## src/rtl/gts_ram.sv

```systemverilog
// Generic single-clock RAM: one write port, one read port, registered read data.
// No dependencies.
module gts_ram #(
   parameter int WIDTH = 8,
   parameter int DEPTH = 512,
   localparam int AW   = (DEPTH > 1) ? $clog2(DEPTH) : 1
) (
   input  logic             clock,
   input  logic             wr_en,
   input  logic [AW-1:0]    wr_addr,
   input  logic [WIDTH-1:0] wr_data,
   input  logic [AW-1:0]    rd_addr,
   output logic [WIDTH-1:0] rd_data
);

   logic [WIDTH-1:0] mem_ff [DEPTH];
   logic [WIDTH-1:0] rd_data_ff;

   // Write when enabled; read every cycle
   always_ff @(posedge clock) begin
      if (wr_en) begin
         mem_ff[wr_addr] <= wr_data;
      end
      rd_data_ff <= mem_ff[rd_addr];
   end

   assign rd_data = rd_data_ff;

endmodule

```

## config.mk

```make
export PLATFORM = sky130hd
export DESIGN_NAME = gts_ram
export DESIGN_NICKNAME = d
export VERILOG_FILES = /design/src/rtl/gts_ram.sv
export SDC_FILE = /design/constraint.sdc
export NUM_CORES = 2
export LEC_CHECK = 0
export BUFFER_PORTS_ARGS = -buffer_cell sky130_fd_sc_hd__clkbuf_2
export CAP_MARGIN = 5
export CORE_UTILIZATION = 41
export DETAILED_ROUTE_END_ITERATION = 8
export GPL_TIMING_DRIVEN = 1
export PLACE_DENSITY = 0.53
export SLEW_MARGIN = 20
export SYNTH_ARGS = -nofsm -noshare
export SYNTH_HDL_FRONTEND = slang
export SYNTH_SLANG_ARGS = --single-unit
```

## constraint.sdc

```tcl
create_clock -name clock -period 4.9 [get_ports clock]
set_input_delay 0.245 -clock clock [delete_from_list [all_inputs] [get_ports clock]]
set_output_delay 0.245 -clock clock [all_outputs]
set_load 0.01 [all_outputs]
```

==> flow_summary_export.csv <==
group,metric,value,unit
timing,drv_slew,0,
clock_tree,clock_latency,0.98,ns
yosys,ys_types,51,
yosys,syn_inst,8030,
clock_tree,root_buffer,"clkbuf_16",
yosys,synthArstFlopShare,0,%
power_and_ir_drop,pwr_density_cell,408,nW/um2
power_and_ir_drop,leakagePower,56.8,nW
hold_path,hp-class,"in2reg",
die,fp.dieH,627,um
clock_tree,postCtsSetupRepairBufs,0,
timing,post-route-min-period,3.49,ns
timing,finalHoldViolCount,0,
power_and_ir_drop,peakVddDrop,0.285,mV
die,ios,36,
power_and_ir_drop,power,0.0737,W
clock_tree,clock_sinks,4104,
global_routing,grt_overflow_total,0,
clock_tree,cts_buffers,427,
critical_path,worstPathRequired,5.81,ns
route,viasPerCell,5.88,
yosys,syn-cell-area,160000,um2
timing,worstMarginPinSlew,1.16,ns
yosys,yosysSeqAreaShare,77.0,%
global_routing,antenna_found_initial,21,
timing,fin_crit_sh,71.2,%
critical_path,worst_path_largest_cell_delay,0.84,ns
run,cap_violations,0,
critical_path,critPathKind,"reg2reg",
critical_path,crit_chain,"mux2i_1, o221ai_1, a21oi_1, nor4_1, buf_4, nand4_1, nor4_2, o2111a_1",
global_routing,grt_pass1_wl,624000,um
placement,place_ws,0.573,ns
die,coreArea,387000,um2
critical_path,cp_data_arrival_time,4.40,ns
die,fp.dieW,627,um
die,die-area,393000,um2
critical_path,cp-end-kind,"flip-flop",
timing,fmax,0.287,GHz
finish,final_cell_mix,"edfxtp_1, mux2i_1, mux4_2, nor2_1, clkbuf_16",
finish,layout_commonest_cell,"edfxtp_1",
critical_path,crit_fanout,2,
timing,slew_headroom,23.0,%
global_routing,track_usage,22.2,%
yosys,synth.top_cell.area_share,76.9,%
yosys,synth_seq_cells,4104,
placement,port-buffer-count,35,
critical_path,crit_family,"simple AND/OR/NAND/NOR gates",
yosys,avgSynthCellArea,19.9,um2
timing,setup_viol,0,
clock_tree,path_clk_slew,0.06,ns
yosys,synth-edff-count,4096,
route,antenna_left,0,
yosys,synth.largest_area_cell,"edfxtp_1",
route,vias,81253,
outcome,status,"finished, final reports clean",
timing,holdWs,0.179,ns
finish,drive_above_1_share,18.7,%
yosys,synth_area_leaders,"edfxtp_1, mux4_2, mux2i_1",
placement,dpl.hpwl,273000,um
die,rows,228,
timing,rsz0062_at_grt,"false",
timing,fin_ws,1.41,ns
critical_path,critPathSlowestCell,"nor4_1",
route,firstDrtPassIters,7,
clock_tree,cts_tree,"built",
route,first_iter_violations,9067,
timing,finalClockSkew,0.0689,ns
clock_tree,cts_resized,0,
route,routed_wl,441000,um
global_routing,grt_pass1_vias,81485,
critical_path,startpoint_type,"flip-flop",
route,remaining_drc_errors,0,
finish,final_nets,8308,
route,wl_per_cell,31.9,um
clock_tree,cts_max_level,5,
finish,final_core_util,46.7,%
clock_tree,cts_max_path_buffers,4,
yosys,yosys_warnings,0,
finish,area.growth.synth_to_final,12.9,%
global_routing,grt_max_degree,161,
critical_path,crit_buf_inv,1,
yosys,syn_nets,8058,
yosys,ys.flop_type,"edfxtp_1",
placement,gp_congestion,0.875,
die,start_util,41.3,%
registers in the layout, indices dropped and copies added (netlist names):
register and count:
mem_ff 4096, rd_data 8
worst reg2reg max path, stage by stage (launching register included):
cell,delay [ns]
edfxtp_1,0.32
mux2i_1,0.09
o221ai_1,0.42
a21oi_1,0.24
nor4_1,0.84
buf_4,0.24
nand4_1,0.16
nor4_2,0.81
o2111a_1,0.30
routing by layer:
| layer | vias up | global-route usage [%] | part of all wire [%] | wire [um] |
|---|---|---|---|---|
| met5 | - | 0 | 0.0091 | 40 |
| met4 | 6 | 5.52 | 2.5 | 11100 |
| met3 | 561 | 3.20 | 6.2 | 27300 |
| met2 | 2928 | 35.5 | 47 | 209000 |
| met1 | 43766 | 32.1 | 44 | 193000 |
| li1 | 33992 | - | - | - |
logic make-up after synthesis:
| logic type | count (synthesis) | share of synthesized area [%] |
|---|---|---|
| muxes | 1451 | 14.2 |
| AOI/OAI and AO/OA | 979 | 4.31 |
| DFF | 4104 | 77.0 |
| and+or+nand+nor | 980 | 2.63 |
| buffers and inverters | 516 | 1.85 |
where the power goes:
part	switching, W	internal (W)	total, W	leakage [nW]
clock	0.0136	0.0177	0.0313	6.53
sequential	0.0000300	0.0387	0.0387	36.9
combinational	0.00250	0.00116	0.00365	13.4
stage by stage:
step	instance area (um2)	cells	TNS, ns
after floorplan	160000	8030	0
after global placement	167000	13014	-0.728
after detailed placement	167000	13018	0
after CTS	181000	13807	0
after global routing	181000	13811	0
final	181000	13812	0
layout make-up:
cell class	count	area, um2
clock buffers	531	11100
well taps	5175	6470
clock inverters	250	2200
repair buffers	334	3500
multi-input cells	3410	34100
inverters	3	18.8
flip-flops and latches	4104	123000
fillers	32336	206000
diodes	5	12.5
final timing paths:
kind         slack (ns)                 end                startpoint  cells past startpoint
max                1.41  rd_data[0]$_DFF_P_   mem_ff[59][0]$_DFFE_PP_                      8
min                0.18  rd_data[4]$_DFF_P_                rd_addr[3]                      4
max reg2reg        1.41  rd_data[0]$_DFF_P_   mem_ff[59][0]$_DFFE_PP_                      8
min reg2reg        1.17  rd_data[2]$_DFF_P_  mem_ff[296][2]$_DFFE_PP_                      6
Yosys cell counts, drive strengths merged, types with 13 or more instances:
| cell type | instances |
|---|---|
| a211oi | 17 |
| a21oi | 194 |
| a22oi | 61 |
| and2 | 20 |
| buf | 248 |
| clkbuf | 265 |
| edfxtp | 4096 |
| mux2i | 797 |
| mux4 | 654 |
| nand2 | 111 |
| nand3 | 36 |
| nand4 | 32 |
| nor2 | 597 |
| nor3 | 109 |
| nor4 | 36 |
| o21ai | 119 |
| o221ai | 372 |
| o22ai | 163 |
| o31ai | 13 |
repair_timing:
item | 4_1_cts | 5_1_grt
hold buffers | 8 | 0
endpoints found under the setup margin | 0 | 0
endpoints found under the hold margin | 653 | 0
Note: power is estimated with default switching activity, not from simulation.
