## src/rtl/gts_pkg.sv

```systemverilog
// Package for the groove tick sequencer: payload structs, command and state codes,
// field widths and table constants.
// No dependencies.
package gts_pkg;

   // Field widths of the request and response payloads
   localparam int CMD_W   = 3;
   localparam int CHAN_W  = 3;
   localparam int PAT_W   = 5;
   localparam int POS_W   = 4;
   localparam int TICK_W  = 8;
   localparam int MASK_W  = 8;

   // Default sizes handed to the top level
   localparam int DEF_CHANNELS = 8;
   localparam int DEF_GROOVES  = 32;
   localparam int DEF_STEPS    = 16;

   // Table contents
   localparam logic [TICK_W-1:0] END_MARK      = 8'hFF;
   localparam logic [TICK_W-1:0] DEFAULT_TICKS = 8'd6;
   localparam int                DEFAULT_LEN   = 2;  // leading steps that reset to DEFAULT_TICKS

   typedef enum logic [CMD_W-1:0] {
      CMD_WRITE  = 3'd0,
      CMD_SELECT = 3'd1,
      CMD_RESET  = 3'd2,
      CMD_TICK   = 3'd3,
      CMD_QUERY  = 3'd4
   } cmd_type;

   typedef enum logic [3:0] {
      ST_CLEAR,
      ST_IDLE,
      ST_TICK_CHK,
      ST_TICK_NXT,
      ST_TICK_ZERO,
      ST_SEL_LOAD,
      ST_RST_RD,
      ST_RST_LOAD,
      ST_QRY_ADDR,
      ST_QRY_RD,
      ST_QRY_MOD,
      ST_FINISH
   } state_type;

   typedef struct packed {
      logic [CMD_W-1:0]  command;
      logic [CHAN_W-1:0] channel;
      logic [PAT_W-1:0]  pattern_index;
      logic [POS_W-1:0]  step_index;
      logic [TICK_W-1:0] step_value;
   } req_type;

   typedef struct packed {
      logic [PAT_W-1:0]  pattern_out;
      logic [POS_W-1:0]  position_out;
      logic              fire;
      logic [MASK_W-1:0] stepped_mask;
   } rsp_type;

   // Status of the remainder unit toward the sequencer
   typedef struct packed {
      logic done;
      logic rem_zero;
   } mod_stat_type;

endpackage

```

## src/rtl/gts_mod_unit.sv

```systemverilog
// Iterative 8-bit remainder unit: restoring division, one dividend bit per cycle.
// Depends on gts_pkg for the status struct and the tick width.
module gts_mod_unit (
   input  logic                       clock,
   input  logic                       reset,
   input  logic                       start,
   input  logic [gts_pkg::TICK_W-1:0] dividend,
   input  logic [gts_pkg::TICK_W-1:0] divisor,
   output gts_pkg::mod_stat_type      stat
);

   localparam int W  = gts_pkg::TICK_W;
   localparam int CW = $clog2(W);

   logic          busy_ff, busy_in;
   logic          done_ff, done_in;
   logic [CW-1:0] cnt_ff, cnt_in;
   logic [W-1:0]  rem_ff, rem_in;
   logic [W-1:0]  num_ff, num_in;
   logic [W-1:0]  den_ff, den_in;
   logic [W:0]    trial;

   // Shift in the next dividend bit and subtract when it fits
   always_comb begin
      busy_in = busy_ff;
      done_in = 1'b0;
      cnt_in  = cnt_ff;
      rem_in  = rem_ff;
      num_in  = num_ff;
      den_in  = den_ff;
      trial   = {rem_ff, num_ff[W-1]};
      if (start) begin
         busy_in = 1'b1;
         cnt_in  = CW'(W - 1);
         rem_in  = '0;
         num_in  = dividend;
         den_in  = divisor;
      end else if (busy_ff) begin
         if (trial >= {1'b0, den_ff}) begin
            rem_in = W'(trial - {1'b0, den_ff});
         end else begin
            rem_in = trial[W-1:0];
         end
         num_in = {num_ff[W-2:0], 1'b0};
         if (cnt_ff == '0) begin
            busy_in = 1'b0;
            done_in = 1'b1;
         end else begin
            cnt_in = cnt_ff - 1'b1;
         end
      end
   end

   always_ff @(posedge clock) begin
      if (reset) begin
         busy_ff <= 1'b0;
         done_ff <= 1'b0;
      end else begin
         busy_ff <= busy_in;
         done_ff <= done_in;
      end
      cnt_ff <= cnt_in;
      rem_ff <= rem_in;
      num_ff <= num_in;
      den_ff <= den_in;
   end

   assign stat.done     = done_ff;
   assign stat.rem_zero = (rem_ff == '0);

endmodule

```

## config.mk

```make
export PLATFORM = sky130hd
export DESIGN_NAME = gts_mod_unit
export DESIGN_NICKNAME = d
export VERILOG_FILES = /design/src/rtl/gts_pkg.sv /design/src/rtl/gts_mod_unit.sv
export SDC_FILE = /design/constraint.sdc
export NUM_CORES = 1
export LEC_CHECK = 0
export ABC_AREA = 1
export BUFFER_PORTS_ARGS = -buffer_cell sky130_fd_sc_hd__buf_2
export CAP_MARGIN = 20
export CORE_UTILIZATION = 45
export DETAILED_ROUTE_END_ITERATION = 7
export GPL_TIMING_DRIVEN = 0
export PLACE_DENSITY = 0.64
export RECOVER_POWER = 50
export SETUP_SLACK_MARGIN = 0.05
export SYNTH_ARGS = -nofsm -noshare
export SYNTH_HDL_FRONTEND = slang
export SYNTH_SLANG_ARGS = --single-unit
```

## constraint.sdc

```tcl
create_clock -name clock -period 1.72 [get_ports clock]
set_input_delay 0 -clock clock [delete_from_list [all_inputs] [get_ports clock]]
set_output_delay 0 -clock clock [all_outputs]
set_load 0.02 [all_outputs]
```

==> metrics.cfg <==
[run_status]
outcome=finished, final reports clean

[cts]
clock-sinks=29
cts_buffers=5
cts-root-buf=clkbuf_8
clk_latency_ns=0.28
clkTransAtPathRegs_ns=0.06
h-tree-depth=2
clk_path_buf_depth=2
cts_tree=built

[sta]
slew_headroom_pct=49.1
hold_viol=0
rsz0062_at_grt=true
fin_ws_ns=0.0633
finalSetupTns_ns=0
slew_viol_final=0
clock.fmax_ghz=0.604
worstMarginPinSlew_ns=0.764
finClkSkew_ns=0.00773
min_period_ns=1.66
period_share_pct=96.3
setup_viol=0

[critical_path]
worstSetupPathType=flop to flop
crit_slowest_cell=edfxtp_1
r2r_start=den_ff[2]
end_kind=flop
reg2reg_slack_ns=0.06
worst_setup_path_start_kind=flop
rr_endpoint=rem_ff[4]
crit_path_max_incr_delay_ns=0.33
reg2regPathDepth=12
crit_fanout=8
cp_data_arrival_time_ns=1.83
path_cells=inv_2 -> ha_4 -> buf_6 -> nand2_4 -> nor2_4 -> inv_2 -> nor2_4 -> nor2_8 -> nand2_8 -> nand2_1 -> nand3_1 -> nand2_1
critPathRequiredTime_ns=1.89
startpoint=den_ff[2]

[final_layout]
finalNetCount=287
stdcell_count=305
multiInputGateArea_um2=976
mostFrequentLayoutCells=68 x nand2_1, 30 x inv_1, 20 x nand3_1
final_common_cell=nand2_1
area_growth_pct=35.0
fillers=328
seqCellArea_um2=743
antenna_cells=0
final_area_um2=2320
drive_gt1_share_pct=26.8

[global_route]
grt_pass1_wl_mm=5.58
grt.overflow.total=0
antenna_found_initial=0
grt_max_degree=14
grt_pass1_vias=1318
grt_usage_pct=18.1

[flow_run]
drv_cap=0

[placed_design]
gp_congestion=0.850
dpl-instance-area_um2=1880
portBuffers=20
placed_cells=279
dp_hpwl_mm=2.33
post-place-ws_ns=0.0449

[floorplan]
pin_count=21
die_area_um2=4070
core_area_um2=3660
start_util_pct=46.9
rows=22
die_x_um=63.8
die_y_um=63.8

[routing]
finalWirelength_mm=3.55
antenna_left=0
via_per_inst=4.74
drtPass1Iterations=4
drt_iter0_drc=83
via_count=1445
drc=0
wl_per_cell_um=11.6

[synth]
synth-simple-area-share_pct=35.2
syn_nets=241
synth_ff_type=edfxtp_1
synth_area_um2=1720
synth_compound_area_share_pct=2.33
ys_seq_area_share_pct=43.1
synth_cells=211
synthAdderAreaFrac_pct=8.45
synth_warnings=0
yosys-mux-area-fraction_pct=0
yosys_register_bits=29
ys_async_sr_fraction_pct=0
postSynthAreaPerCell_um2=8.14
synth_top_family_by_area=simple AND/OR/NAND/NOR gates
yosys.area_share.xor_xnor_pct=1.53
yosysUniqueCellTypes=30
synth_edf_count=16

[hold_path]
holdPathStages=3
hold_end=num_ff[7]
min_from=dividend[7]
min_path_type=primary input to flop

[pwr]
p_leak_nw=1.14
ir_drop_uv=623
power.density_nw_per_um2=823
finalPower_mw=1.91

## per-layer routing
metal | GRT usage, % | wire [um]
met1 | 22.6 | 1620
met3 | 4.82 | 87
met4 | 8.81 | 105
met5 | 0 | 0
met2 | 28.9 | 1740
## worst max-delay path, delay by kind of cell (launching register included)
kind	cells	cell delay [ns]
simple gates	8	0.72
fa+ha+maj	1	0.26
flops	1	0.33
buf+inv	3	0.22
## sequential cells by signal, indices dropped and copies added (netlist names)
signal	count
busy_ff	1
cnt_ff	3
rem_ff	8
done_ff	1
num_ff	8
den_ff	8
## cell usage after synthesis, types with 2 or more instances
library cell  count  share of area (%)
a21oi_1           6                1.7
dfxtp_1          13                 15
edfxtp_1         16                 28
ha_1             10                7.3
inv_1            34                7.4
inv_2             2               0.44
nand2_1          74                 16
nand2_2           3                1.1
nand3_1          21                6.1
nand3_4           2                2.0
nand4_1           3                1.1
nor2_1            6                1.3
nor2_4            2                1.3
o21ai_0           2               0.58
xnor2_1           2                1.0
## cell type report
type	instances	area share, %
Inverter	37	5.99
Multi-Input combinational cell	143	42.1
Clock buffer	5	2.97
Buffer	3	0.971
Sequential cell	29	32.1
Timing Repair Buffer	38	11.8
Tap cell	48	2.59
Clock inverter	2	1.51
## worst max path at each step
stage / endpoint / slack (ns)
after floorplan: rem_ff[4] / 0.18
after global placement: rem_ff[4] / 0.05
after detailed placement: rem_ff[4] / 0.04
after CTS: rem_ff[4] / 0.07
after global routing: rem_ff[4] / -0.01
final: rem_ff[4] / 0.06
## stage by stage
step / utilization (%) / hold slack (ns)
after detailed placement: 51.3 / 0.178
after floorplan: - / 0.0691
after global routing: 63.3 / 0.0178
after CTS: 58.6 / 0.000424
final: 63.3 / 0.00763
after global placement: 51.3 / 0.176
## kinds of logic after synthesis
group	after synthesis
compound gates	8
xor+xnor	3
fa+ha+maj	11
buf+inv	40
flops	29
simple gates	120
## what timing repair did
action,CTS,global route
cloned,0,1
setup buffers,0,2
hold buffers,16,0
resized for setup,2,29
pin swaps,0,6
endpoints found under the setup margin,2,8
endpoints found under the hold margin,17,0
## power breakdown
group,switching (mW),leakage [nW],internal (mW)
Combinational,0.234,0.818,0.190
Sequential,0.0264,0.268,0.789
Clock,0.248,0.0540,0.420
Total,0.509,1.14,1.40
Note: power is estimated with default switching activity, not from simulation.
